`src/rtl/lqpa_pkg.sv`:
```
// Shared types and constants for the link quality path advisor.
package lqpa_pkg;

    // Default structure sizes.
    localparam int LQPA_RING_DEPTH = 20;
    localparam int LQPA_RUN_LIMIT  = 3;
    localparam int LQPA_PATH_COUNT = 2;

    // Highest loss percentage that is still a valid report.
    localparam logic [6:0] LOSS_MAX = 7'd100;

    // Register reset values.
    localparam logic [1:0]  RST_PATH_MASK  = 2'd0;
    localparam logic [15:0] RST_DELAY_BAD  = 16'd80;
    localparam logic [15:0] RST_DELAY_GOOD = 16'd60;
    localparam logic [15:0] RST_REL_BAD    = 16'd20;
    localparam logic [15:0] RST_REL_GOOD   = 16'd10;
    localparam logic [15:0] RST_RISE       = 16'd5;
    localparam logic [6:0]  RST_LOSS_BAD   = 7'd6;
    localparam logic [6:0]  RST_LOSS_GOOD  = 7'd4;

    // Run counters saturate at plus and minus this value.
    localparam logic signed [4:0] RUN_SAT     = 5'sd15;
    localparam logic signed [4:0] RUN_SAT_NEG = -5'sd15;

    typedef enum logic [3:0] {
        CFG_PATH_MASK  = 4'd0,
        CFG_DELAY_BAD  = 4'd1,
        CFG_DELAY_GOOD = 4'd2,
        CFG_REL_BAD    = 4'd3,
        CFG_REL_GOOD   = 4'd4,
        CFG_RISE       = 4'd5,
        CFG_LOSS_BAD   = 4'd6,
        CFG_LOSS_GOOD  = 4'd7
    } t_cfg_index;

    typedef enum logic [1:0] {
        Q_BAD   = 2'd0,
        Q_FLUCT = 2'd1,
        Q_GOOD  = 2'd2
    } t_quality;

    typedef enum logic [1:0] {
        ADV_PATH_ONE = 2'd0,
        ADV_PATH_TWO = 2'd1,
        ADV_BOTH     = 2'd2
    } t_advice;

    typedef enum logic [3:0] {
        S_IDLE,
        S_WRITE,
        S_MIN,
        S_MIN_END,
        S_GRAD_A,
        S_GRAD_B,
        S_GRAD_C,
        S_CALC,
        S_EVAL,
        S_DONE
    } t_state;

    typedef logic signed [4:0] t_run;

    typedef struct packed {
        logic        probe_path;
        logic [15:0] rtt_ms;
        logic [6:0]  loss_percent;
    } t_probe;

    typedef struct packed {
        logic     ignored;
        t_quality quality;
        logic     advice_valid;
        t_advice  advice;
    } t_result;

    typedef struct packed {
        logic [1:0]  path_use_mask;
        logic [15:0] delay_bad_limit;
        logic [15:0] delay_good_limit;
        logic [15:0] relative_bad_limit;
        logic [15:0] relative_good_limit;
        logic [15:0] gradient_rise_limit;
        logic [6:0]  loss_bad_limit;
        logic [6:0]  loss_good_limit;
    } t_cfg;

    // Measurements handed to the grading unit for one report.
    typedef struct packed {
        logic [15:0]        rtt;
        logic [6:0]         loss;
        logic signed [16:0] rel;
        logic signed [16:0] grad;
        logic signed [16:0] last_grad;
    } t_grade_req;

endpackage

```
`src/rtl/lqpa_ram.sv`:
```
// Generic single-write, single-read RAM with registered read data.
module lqpa_ram #(
    parameter int WIDTH = 16,
    parameter int DEPTH = 64,
    localparam int AW = $clog2(DEPTH)
) (
    input  logic             i_clk,
    input  logic             i_we,
    input  logic [AW-1:0]    i_waddr,
    input  logic [WIDTH-1:0] i_wdata,
    input  logic [AW-1:0]    i_raddr,
    output logic [WIDTH-1:0] o_rdata
);

    logic [WIDTH-1:0] r_mem [DEPTH];
    logic [WIDTH-1:0] r_rdata;

    always_ff @(posedge i_clk) begin
        if (i_we) begin
            r_mem[i_waddr] <= i_wdata;
        end
        r_rdata <= r_mem[i_raddr];
    end

    assign o_rdata = r_rdata;

endmodule

```
`src/rtl/lqpa_grade.sv`:
```
// Per-path run counters with hysteresis and the quality grading logic.
module lqpa_grade import lqpa_pkg::*; #(
    parameter int PATH_COUNT = LQPA_PATH_COUNT,
    parameter int RUN_LIMIT  = LQPA_RUN_LIMIT,
    localparam int PW = (PATH_COUNT > 1) ? $clog2(PATH_COUNT) : 1
) (
    input  logic          i_clk,
    input  logic          i_rst_n,
    input  logic          i_upd,
    input  logic [PW-1:0] i_path,
    input  t_grade_req    i_req,
    input  t_cfg          i_cfg,
    output t_quality      o_quality
);

    localparam t_run RUN_HI = 5'(RUN_LIMIT);
    localparam t_run RUN_LO = -5'(RUN_LIMIT);

    t_run r_delay_run [PATH_COUNT];
    t_run r_rel_run   [PATH_COUNT];
    t_run r_grad_run  [PATH_COUNT];
    t_run r_loss_run  [PATH_COUNT];

    t_run n_delay_run, n_rel_run, n_grad_run, n_loss_run;
    logic w_rise, w_bad, w_good;
    logic signed [16:0] w_rel_bad, w_rel_good, w_rise_lim;

    // A bad sample pushes the count up, a good one down, anything between clears it.
    function automatic t_run run_next(input t_run run, input logic is_bad,
                                      input logic is_good);
        t_run res;
        res = run;
        if (is_bad) begin
            if (run < 5'sd0) begin
                res = 5'sd1;
            end else if (run < RUN_SAT) begin
                res = run + 5'sd1;
            end
        end else if (is_good) begin
            if (run > 5'sd0) begin
                res = -5'sd1;
            end else if (run > RUN_SAT_NEG) begin
                res = run - 5'sd1;
            end
        end else begin
            res = 5'sd0;
        end
        return res;
    endfunction

    always_comb begin
        w_rel_bad  = $signed({1'b0, i_cfg.relative_bad_limit});
        w_rel_good = $signed({1'b0, i_cfg.relative_good_limit});
        w_rise_lim = $signed({1'b0, i_cfg.gradient_rise_limit});

        n_delay_run = run_next(r_delay_run[i_path],
                               i_req.rtt >= i_cfg.delay_bad_limit,
                               i_req.rtt <  i_cfg.delay_good_limit);
        n_rel_run   = run_next(r_rel_run[i_path],
                               i_req.rel >= w_rel_bad,
                               i_req.rel <  w_rel_good);
        n_grad_run  = run_next(r_grad_run[i_path],
                               i_req.grad > 17'sd0,
                               i_req.grad < 17'sd0);
        n_loss_run  = run_next(r_loss_run[i_path],
                               i_req.loss >= i_cfg.loss_bad_limit,
                               i_req.loss <  i_cfg.loss_good_limit);

        w_rise = (i_req.grad > w_rise_lim) && (i_req.last_grad > w_rise_lim) &&
                 (i_req.grad > i_req.last_grad);
        w_bad  = w_rise || (n_delay_run >= RUN_HI) || (n_rel_run >= RUN_HI) ||
                 (n_grad_run >= RUN_HI) || (n_loss_run >= RUN_HI);
        w_good = (n_delay_run <= RUN_LO) && (n_rel_run <= RUN_LO) &&
                 (n_loss_run <= RUN_LO);

        if (w_good) begin
            o_quality = Q_GOOD;
        end else if (w_bad) begin
            o_quality = Q_BAD;
        end else begin
            o_quality = Q_FLUCT;
        end
    end

    always_ff @(posedge i_clk) begin
        if (!i_rst_n) begin
            for (int p = 0; p < PATH_COUNT; p++) begin
                r_delay_run[p] <= '0;
                r_rel_run[p]   <= '0;
                r_grad_run[p]  <= '0;
                r_loss_run[p]  <= '0;
            end
        end else if (i_upd) begin
            r_delay_run[i_path] <= n_delay_run;
            r_rel_run[i_path]   <= n_rel_run;
            r_grad_run[i_path]  <= n_grad_run;
            r_loss_run[i_path]  <= n_loss_run;
        end
    end

endmodule

```
`src/rtl/link_quality_path_advisor_core.sv`:
```
// Top level of the link quality path advisor: sequencer, ring scan and result register.
// Steps per request: write, minimum scan once the ring is full, gradient reads with more than
// two entries left, calculation and grading; an ignored report goes straight to the result.
// One request is in work at a time; the next is taken in the cycle after the result is registered.
// The cost is set by the minimum scan, one RAM read and one compare per stored entry.
// Synchronous active-low reset clears the sequencer, ring pointers, run counters and registers.
module link_quality_path_advisor_core import lqpa_pkg::*; #(
    parameter int RING_DEPTH = LQPA_RING_DEPTH,
    parameter int RUN_LIMIT  = LQPA_RUN_LIMIT,
    parameter int PATH_COUNT = LQPA_PATH_COUNT
) (
    input  logic       i_clk,
    input  logic       i_rst_n,
    // Probe report requests.
    input  logic       i_in_valid,
    output logic       o_in_ready,
    input  t_probe     i_in_data,
    // Result requests.
    output logic       o_out_valid,
    input  logic       i_out_ready,
    output t_result    o_out_data,
    // Register writes.
    input  logic       i_cfg_valid,
    output logic       o_cfg_ready,
    input  logic [3:0] i_cfg_index,
    input  logic [15:0] i_cfg_data
);

    // Ring index width, path index width, and the RAM address built from both.
    localparam int IW = $clog2(RING_DEPTH);
    localparam int PW = (PATH_COUNT > 1) ? $clog2(PATH_COUNT) : 1;
    localparam int AW = PW + IW;

    // Ring pointers advance and retreat modulo the ring depth.
    function automatic logic [IW-1:0] idx_inc(input logic [IW-1:0] x);
        return (x == IW'(RING_DEPTH - 1)) ? '0 : x + IW'(1);
    endfunction

    function automatic logic [IW-1:0] idx_dec(input logic [IW-1:0] x);
        return (x == '0) ? IW'(RING_DEPTH - 1) : x - IW'(1);
    endfunction

    t_state r_state, n_state;
    t_cfg   r_cfg;

    // Per-path ring pointers. A ring holds at most RING_DEPTH-1 entries.
    logic [IW-1:0] r_head_q [PATH_COUNT];
    logic [IW-1:0] r_tail_q [PATH_COUNT];

    // Working registers for the request in flight.
    logic [PW-1:0] r_path;
    logic          r_probe_bit;
    logic [15:0]   r_rtt;
    logic [6:0]    r_loss;
    logic [IW-1:0] r_tail;
    logic [IW-1:0] r_idx;
    logic          r_full;
    logic          r_use_grad;
    logic [15:0]   r_min;
    logic          r_min_first;
    logic          r_min_pend;
    logic [15:0]   r_last;
    logic [15:0]   r_llast;
    t_grade_req    r_req;
    t_result       r_res;
    logic          r_out_valid;
    t_result       r_out_data;

    // RAM and grading unit connections.
    logic          w_ram_we;
    logic [AW-1:0] w_ram_waddr;
    logic [AW-1:0] w_ram_raddr;
    logic [15:0]   w_ram_rdata;
    logic          w_grade_upd;
    t_quality      w_quality;
    logic          w_out_load;
    logic          w_out_free;

    // Ring bookkeeping for the reporting path, used in the write step.
    logic [IW-1:0] w_head;
    logic [IW-1:0] w_tail;
    logic          w_full;
    logic [IW-1:0] w_head_new;
    logic [IW:0]   w_size;
    logic          w_use_grad;
    logic          w_reject;
    logic          w_in_acc;

    assign o_cfg_ready = 1'b1;
    assign w_in_acc    = i_in_valid && o_in_ready;
    assign w_out_free  = !r_out_valid || i_out_ready;

    // A report is dropped for an impossible loss figure, a path beyond the
    // configured count, or a path that is not currently in use.
    assign w_reject = (i_in_data.loss_percent > LOSS_MAX) ||
                      ({2'b00, i_in_data.probe_path} >= 3'(PATH_COUNT)) ||
                      !r_cfg.path_use_mask[i_in_data.probe_path];

    // When the ring is full the oldest entry is dropped after the minimum scan.
    // The gradients need more than two entries left after that drop.
    always_comb begin
        w_head     = r_head_q[r_path];
        w_tail     = r_tail_q[r_path];
        w_full     = (idx_inc(w_tail) == w_head);
        w_head_new = w_full ? idx_inc(w_head) : w_head;
        if (w_tail >= w_head_new) begin
            w_size = {1'b0, w_tail} - {1'b0, w_head_new};
        end else begin
            w_size = {1'b0, w_tail} + (IW + 1)'(RING_DEPTH) - {1'b0, w_head_new};
        end
        w_use_grad = (w_size > (IW + 1)'(2));
    end

    // Next-state logic of the sequencer.
    always_comb begin
        n_state = r_state;
        unique case (r_state)
            S_IDLE: begin
                if (i_in_valid) begin
                    n_state = w_reject ? S_DONE : S_WRITE;
                end
            end
            S_WRITE: begin
                if (w_full) begin
                    n_state = S_MIN;
                end else begin
                    n_state = w_use_grad ? S_GRAD_A : S_CALC;
                end
            end
            S_MIN: begin
                if (idx_inc(r_idx) == r_tail) begin
                    n_state = S_MIN_END;
                end
            end
            S_MIN_END: n_state = r_use_grad ? S_GRAD_A : S_CALC;
            S_GRAD_A:  n_state = S_GRAD_B;
            S_GRAD_B:  n_state = S_GRAD_C;
            S_GRAD_C:  n_state = S_CALC;
            S_CALC:    n_state = S_EVAL;
            S_EVAL:    n_state = S_DONE;
            S_DONE: begin
                if (w_out_free) begin
                    n_state = S_IDLE;
                end
            end
            default:   n_state = S_IDLE;
        endcase
    end

    // Output logic of the sequencer: RAM port control and unit strobes.
    always_comb begin
        o_in_ready  = 1'b0;
        w_ram_we    = 1'b0;
        w_grade_upd = 1'b0;
        w_out_load  = 1'b0;
        w_ram_waddr = {r_path, w_tail};
        w_ram_raddr = {r_path, r_idx};
        unique case (r_state)
            S_IDLE:   o_in_ready  = 1'b1;
            S_WRITE:  w_ram_we    = 1'b1;
            S_MIN:    w_ram_raddr = {r_path, r_idx};
            S_GRAD_A: w_ram_raddr = {r_path, idx_dec(r_tail)};
            S_GRAD_B: w_ram_raddr = {r_path, idx_dec(idx_dec(r_tail))};
            S_EVAL:   w_grade_upd = 1'b1;
            S_DONE:   w_out_load  = w_out_free;
            default: begin
                w_ram_we = 1'b0;
            end
        endcase
    end

    always_ff @(posedge i_clk) begin
        if (!i_rst_n) begin
            r_state <= S_IDLE;
        end else begin
            r_state <= n_state;
        end
    end

    // Register file writes.
    always_ff @(posedge i_clk) begin
        if (!i_rst_n) begin
            r_cfg.path_use_mask       <= RST_PATH_MASK;
            r_cfg.delay_bad_limit     <= RST_DELAY_BAD;
            r_cfg.delay_good_limit    <= RST_DELAY_GOOD;
            r_cfg.relative_bad_limit  <= RST_REL_BAD;
            r_cfg.relative_good_limit <= RST_REL_GOOD;
            r_cfg.gradient_rise_limit <= RST_RISE;
            r_cfg.loss_bad_limit      <= RST_LOSS_BAD;
            r_cfg.loss_good_limit     <= RST_LOSS_GOOD;
        end else if (i_cfg_valid && o_cfg_ready) begin
            unique case (i_cfg_index)
                CFG_PATH_MASK:  r_cfg.path_use_mask       <= i_cfg_data[1:0];
                CFG_DELAY_BAD:  r_cfg.delay_bad_limit     <= i_cfg_data;
                CFG_DELAY_GOOD: r_cfg.delay_good_limit    <= i_cfg_data;
                CFG_REL_BAD:    r_cfg.relative_bad_limit  <= i_cfg_data;
                CFG_REL_GOOD:   r_cfg.relative_good_limit <= i_cfg_data;
                CFG_RISE:       r_cfg.gradient_rise_limit <= i_cfg_data;
                CFG_LOSS_BAD:   r_cfg.loss_bad_limit      <= i_cfg_data[6:0];
                CFG_LOSS_GOOD:  r_cfg.loss_good_limit     <= i_cfg_data[6:0];
                default: begin
                    r_cfg <= r_cfg;
                end
            endcase
        end
    end

    // Ring pointers move in the write step, once per report that is not dropped.
    always_ff @(posedge i_clk) begin
        if (!i_rst_n) begin
            for (int p = 0; p < PATH_COUNT; p++) begin
                r_head_q[p] <= '0;
                r_tail_q[p] <= '0;
            end
        end else if (r_state == S_WRITE) begin
            r_head_q[r_path] <= w_head_new;
            r_tail_q[r_path] <= idx_inc(w_tail);
        end
    end

    // Datapath of the request in flight.
    always_ff @(posedge i_clk) begin
        if (w_in_acc) begin
            r_path              <= PW'(i_in_data.probe_path);
            r_probe_bit         <= i_in_data.probe_path;
            r_rtt               <= i_in_data.rtt_ms;
            r_loss              <= i_in_data.loss_percent;
            // Rejected reports leave with this default untouched.
            r_res.ignored       <= 1'b1;
            r_res.quality       <= Q_FLUCT;
            r_res.advice_valid  <= 1'b0;
            r_res.advice        <= ADV_PATH_ONE;
        end

        if (r_state == S_WRITE) begin
            r_tail      <= w_tail;
            r_idx       <= w_head;
            r_full      <= w_full;
            r_use_grad  <= w_use_grad;
            r_min_first <= 1'b1;
        end else if (r_state == S_MIN) begin
            r_idx <= idx_inc(r_idx);
        end

        // The shared compare unit: each read returned during the scan is
        // weighed against the running minimum in the cycle after its address.
        r_min_pend <= (r_state == S_MIN);
        if (r_min_pend) begin
            r_min_first <= 1'b0;
            if (r_min_first || (w_ram_rdata < r_min)) begin
                r_min <= w_ram_rdata;
            end
        end

        if (r_state == S_GRAD_B) begin
            r_last <= w_ram_rdata;
        end
        if (r_state == S_GRAD_C) begin
            r_llast <= w_ram_rdata;
        end

        // Relative delay and both gradients, registered ahead of the grading step.
        if (r_state == S_CALC) begin
            r_req.rtt  <= r_rtt;
            r_req.loss <= r_loss;
            r_req.rel  <= r_full ? $signed({1'b0, r_rtt} - {1'b0, r_min}) : 17'sd0;
            if (r_use_grad) begin
                r_req.grad      <= $signed({1'b0, r_rtt} - {1'b0, r_last});
                r_req.last_grad <= $signed({1'b0, r_last} - {1'b0, r_llast});
            end else begin
                r_req.grad      <= 17'sd0;
                r_req.last_grad <= 17'sd0;
            end
        end

        // A bad grade asks for both paths unless both are already in use; a
        // good grade with both in use recommends the reporting path alone.
        if (r_state == S_EVAL) begin
            r_res.ignored <= 1'b0;
            r_res.quality <= w_quality;
            if ((w_quality == Q_BAD) && (r_cfg.path_use_mask != 2'b11)) begin
                r_res.advice_valid <= 1'b1;
                r_res.advice       <= ADV_BOTH;
            end else if ((w_quality == Q_GOOD) && (r_cfg.path_use_mask == 2'b11)) begin
                r_res.advice_valid <= 1'b1;
                r_res.advice       <= r_probe_bit ? ADV_PATH_TWO : ADV_PATH_ONE;
            end else begin
                r_res.advice_valid <= 1'b0;
                r_res.advice       <= ADV_PATH_ONE;
            end
        end

        if (w_out_load) begin
            r_out_data <= r_res;
        end
    end

    // Output register: holds a finished result until it is taken.
    always_ff @(posedge i_clk) begin
        if (!i_rst_n) begin
            r_out_valid <= 1'b0;
        end else if (w_out_load) begin
            r_out_valid <= 1'b1;
        end else if (i_out_ready) begin
            r_out_valid <= 1'b0;
        end
    end

    assign o_out_valid = r_out_valid;
    assign o_out_data  = r_out_data;

    // Delay rings of all paths share one RAM; the path number picks the region.
    lqpa_ram #(
        .WIDTH (16),
        .DEPTH (2 ** AW)
    ) u_ring (
        .i_clk   (i_clk),
        .i_we    (w_ram_we),
        .i_waddr (w_ram_waddr),
        .i_wdata (r_rtt),
        .i_raddr (w_ram_raddr),
        .o_rdata (w_ram_rdata)
    );

    lqpa_grade #(
        .PATH_COUNT (PATH_COUNT),
        .RUN_LIMIT  (RUN_LIMIT)
    ) u_grade (
        .i_clk     (i_clk),
        .i_rst_n   (i_rst_n),
        .i_upd     (w_grade_upd),
        .i_path    (r_path),
        .i_req     (r_req),
        .i_cfg     (r_cfg),
        .o_quality (w_quality)
    );

`ifndef NO_ASSERTIONS
    // The minimum scan never reaches the slot that holds the new report.
    a_scan_bound: assert property (@(posedge i_clk) disable iff (!i_rst_n)
        (r_state == S_MIN) |-> (r_idx != r_tail))
        else $error("minimum scan reached the write slot");

    // A result is loaded only when the output register is free or being emptied.
    a_out_load_free: assert property (@(posedge i_clk) disable iff (!i_rst_n)
        w_out_load |-> (!r_out_valid || i_out_ready))
        else $error("result loaded over a waiting result");

    // Counters are never updated while a new request could be taken.
    a_upd_busy: assert property (@(posedge i_clk) disable iff (!i_rst_n)
        w_grade_upd |-> !o_in_ready)
        else $error("run counters updated while idle");

    // An ignored result always carries the neutral grade and no advice.
    a_ignored_neutral: assert property (@(posedge i_clk) disable iff (!i_rst_n)
        (o_out_valid && o_out_data.ignored) |->
            ((o_out_data.quality == Q_FLUCT) && !o_out_data.advice_valid))
        else $error("ignored result carries a grade or advice");
`endif

endmodule

```
`config.mk`:
```
export PLATFORM = sky130hd
export DESIGN_NAME = link_quality_path_advisor_core
export DESIGN_NICKNAME = d
export VERILOG_FILES = /design/src/rtl/lqpa_pkg.sv /design/src/rtl/lqpa_ram.sv /design/src/rtl/lqpa_grade.sv /design/src/rtl/link_quality_path_advisor_core.sv
export SDC_FILE = /design/constraint.sdc
export NUM_CORES = 2
export LEC_CHECK = 0
export BUFFER_PORTS_ARGS = -buffer_cell sky130_fd_sc_hd__buf_4
export CORE_MARGIN = 1
export CORE_UTILIZATION = 45
export DETAILED_ROUTE_END_ITERATION = 8
export PLACE_DENSITY_LB_ADDON = 0.12
export REMOVE_ABC_BUFFERS = 1
export SYNTH_ARGS = -nofsm -noshare
export SYNTH_HDL_FRONTEND = slang
export SYNTH_SLANG_ARGS = --single-unit
```
`constraint.sdc`:
```
create_clock -name i_clk -period 10.1 [get_ports i_clk]
set_input_delay 1.01 -clock i_clk [delete_from_list [all_inputs] [get_ports i_clk]]
set_output_delay 1.01 -clock i_clk [all_outputs]
set_load 0.01 [all_outputs]
```
==> impl_metrics.env <==
export IMPL_place_ws_ps=3530
export IMPL_max_freq_mhz=152
export IMPL_die_area_um2=139000
export IMPL_finClkSkew_ps=38.7
export IMPL_place_area_um2=64500
export IMPL_cts_tree="done"
export IMPL_period_share=0.652
export IMPL_synth_adder_area_share=0.0464
export IMPL_cts_made_buffers=149
export IMPL_design_area_um2=69200
export IMPL_io_pins=58
export IMPL_synthArstFlopShare=0
export IMPL_hold_start="r_loss[2]"
export IMPL_met3_usage=0.0353
export IMPL_status="completed"
export IMPL_io_buffers=56
export IMPL_syn_inst=5250
export IMPL_endpoint_kind="flop"
export IMPL_clockBufferDepth=3
export IMPL_switching_share=0.396
export IMPL_core_rowCount=135
export IMPL_layout_commonest_cell="nand2_1"
export IMPL_p_sw_mw=7.95
export IMPL_track_usage=0.237
export IMPL_yosysUniqueCellTypes=86
export IMPL_grt_ovfl_total=0
export IMPL_worstSkewPairLatency_ps=770
export IMPL_max_cap_violations=0
export IMPL_dieHeight_um=373
export IMPL_core_area_um2=136000
export IMPL_totalWireLength_um=168000
export IMPL_place_inst=6927
export IMPL_grt_pass1_vias=39100
export IMPL_synth_area_leaders="edfxtp_1 61%, nand2_1 7.8%, ha_1 4.5%"
export IMPL_internal_power_mw=12.1
export IMPL_ys_seq_area_frac=0.646
export IMPL_vdd_drop_max_mv=0.282
export IMPL_n_antenna_cell=0
export IMPL_remaining_drc_errors=0
export IMPL_met1_usage=0.334
export IMPL_start_util=0.456
export IMPL_instances_no_fill=7196
export IMPL_cp_max_fo=20
export IMPL_synth_top_family_by_area="simple AND/OR/NAND/NOR gates"
export IMPL_finalSetupViolCount=0
export IMPL_yosys_area_share_simple=0.166
export IMPL_grt_setup_unrepaired="no"
export IMPL_required_ps=10600
export IMPL_synth_compound_area_frac=0.0885
export IMPL_crit_arrival_ps=7090
export IMPL_syn_cell_area_um2=62000
export IMPL_dr_pass1_iters=5
export IMPL_maxSlewViolCount=0
export IMPL_cts_sinks=1374
export IMPL_antenna_found_initial=8
export IMPL_grt_max_degree=142
export IMPL_worstMarginPinSlew_ps=1280
export IMPL_p_leak_nw=24.7
export IMPL_worst_setup_path_start_kind="flop"
export IMPL_synth_seq_cells=1374
export IMPL_postLayoutSetupSlackWorst_ps=3510
export IMPL_drt_initial_drc_count=3801
export IMPL_ys_flop_type="edfxtp_1"
export IMPL_gr_usage_met2=0.381
export IMPL_multi_input_area_um2=20000
export IMPL_combPwrFrac=0.388
export IMPL_grt_first_pass_wirelength_um=251000
export IMPL_area_sequential_um2=40000
export IMPL_synth_edf_count=1253
export IMPL_syn2layout_area_growth_pct=11.5
export IMPL_busiest_layer="met2"
export IMPL_power_density_nw_per_um2=290
export IMPL_wl_per_cell_um=23.4
export IMPL_p_seq_frac=0.350
export IMPL_cts_resized=0
export IMPL_max_slew_margin=0.139
export IMPL_hold_class="reg -> reg"
export IMPL_cts_setup_buffers=0
export IMPL_period_needed_ps=6590
export IMPL_yosysTopAreaCell="edfxtp_1"
export IMPL_die_x_um=373
export IMPL_via_per_inst=5.73
export IMPL_critical_path_class="reg -> reg"
export IMPL_fillers=11800
export IMPL_syn_avg_cell_area_um2=11.8
export IMPL_layout_common_cells="1287 x nand2_1, 1253 x edfxtp_1, 392 x nand3_1, 221 x ha_1, 207 x inv_1"
export IMPL_synth_xor_area_frac=0.00799
export IMPL_ant_nets=0
export IMPL_fin_nets=5572
export IMPL_hold_ws_ps=416
export IMPL_clkPwrFrac=0.262
export IMPL_final_hold_violation_count=0
export IMPL_place_congestion=0.832
export IMPL_synth_mux_area_frac=0.0115
export IMPL_path_clk_slew_ps=60
export IMPL_cts_max_level=4
export IMPL_hold_buffers=0
export IMPL_finalSetupTns_ps=0
export IMPL_yosysTopAreaCellShare=0.607
export IMPL_vias=41200
export IMPL_layout_drive_gt1_share=0.0825
export IMPL_synth_warnings=0
export IMPL_place_hpwl_um=97300
export IMPL_cts_root_buf="clkbuf_16"
==> path summary, 6_finish.rpt <==
path | to | slack (ps) | depth (start not counted)
setup / recovery | r_use_grad | 3510 | 21
setup reg to reg | r_use_grad | 3510 | 21
hold reg to reg | r_req[53] | 420 | 0
hold / removal | r_req[53] | 420 | 0
==> metrics by stage <==
stage               power [mW]   util
finish                    20.1  0.508
global route              21.1  0.508
CTS                       20.2  0.508
detailed placement        14.9  0.473
global placement          14.9  0.473
floorplan                 13.2      -
==> synth_stat cells (19+ instances only) <==
master	count
a211o_1	36
a211oi_1	24
a21boi_0	81
a21o_1	25
a21oi_1	93
a311o_1	68
a311oi_1	133
a31oi_1	48
and2_1	42
and3_1	141
buf_2	79
buf_4	19
clkbuf_1	160
dfxtp_1	121
edfxtp_1	1253
ha_1	221
inv_1	207
mux2i_1	41
nand2_1	1287
nand2b_1	23
nand3_1	392
nand4_1	36
nor2_1	196
nor2b_1	62
nor3_1	33
o211ai_1	28
o21ai_0	79
or3_1	27
xnor2_1	45
==> routing by layer <==
metal	vias to the layer above	wire length (µm)
li1	19300	-
met4	4	4130
met5	-	19
met1	20500	75500
met2	1226	78800
met3	226	10000
==> cell type report <==
| cell class | count | share of cell area |
|---|---|---|
| flip-flops and latches | 1374 | 0.579 |
| multi-input cells | 3382 | 0.289 |
| clock buffers | 194 | 0.0581 |
| well taps | 1781 | 0.0322 |
| repair buffers | 180 | 0.0208 |
| inverters | 210 | 0.0114 |
| clock inverters | 75 | 0.00981 |
==> registers in the layout, summed over array words and instances, names as in the netlist, 4 cells and up, named ones only <==
signal               flops
u_ring.r_mem          1024
r_cfg                   96
r_req                   74
r_last                  16
r_llast                 16
r_min                   16
r_rtt                   16
u_ring.o_rdata          16
r_head_q                10
r_tail_q                10
u_grade.r_delay_run     10
u_grade.r_grad_run      10
u_grade.r_loss_run      10
u_grade.r_rel_run       10
r_loss                   7
o_out_data               6
r_res                    6
r_idx                    5
r_tail                   5
r_state                  4
==> power by group through the flow <==
stage                     sequential [mW]  clock, mW  combinational [mW]
after CTS                            7.04       5.35                7.82
final                                7.04       5.25                7.79
after global routing                 7.06       5.55                8.48
after global placement               7.15          0                7.74
after detailed placement             7.16          0                7.79
after floorplan                      7.24          0                5.98
==> kinds of logic after synthesis <==
kind of cell	Yosys count
other	1
adders and majority gates	227
AOI/OAI and AO/OA	727
DFF	1374
and+or+nand+nor	2308
muxes	64
xor gates and xnor gates	55
buffers and inverters	494
==> critical path, stage by stage (launching register included) <==
cell and delay [ps]:
dfxtp_2 720, mux2i_1 400, inv_1 230, ha_1 300, and3b_1 190, a211o_1 270
a32oi_2 290, xnor2_1 190, and3_1 240, nand2_1 170, mux2i_1 500, ha_1 350
ha_1 230, nor2b_1 130, o21ai_0 170, a21oi_1 120, nor3_1 240, a21oi_1 60
or3_1 320, a2111oi_0 920, nand2_1 110, o21a_1 140
(Power assumes the default switching activity.)
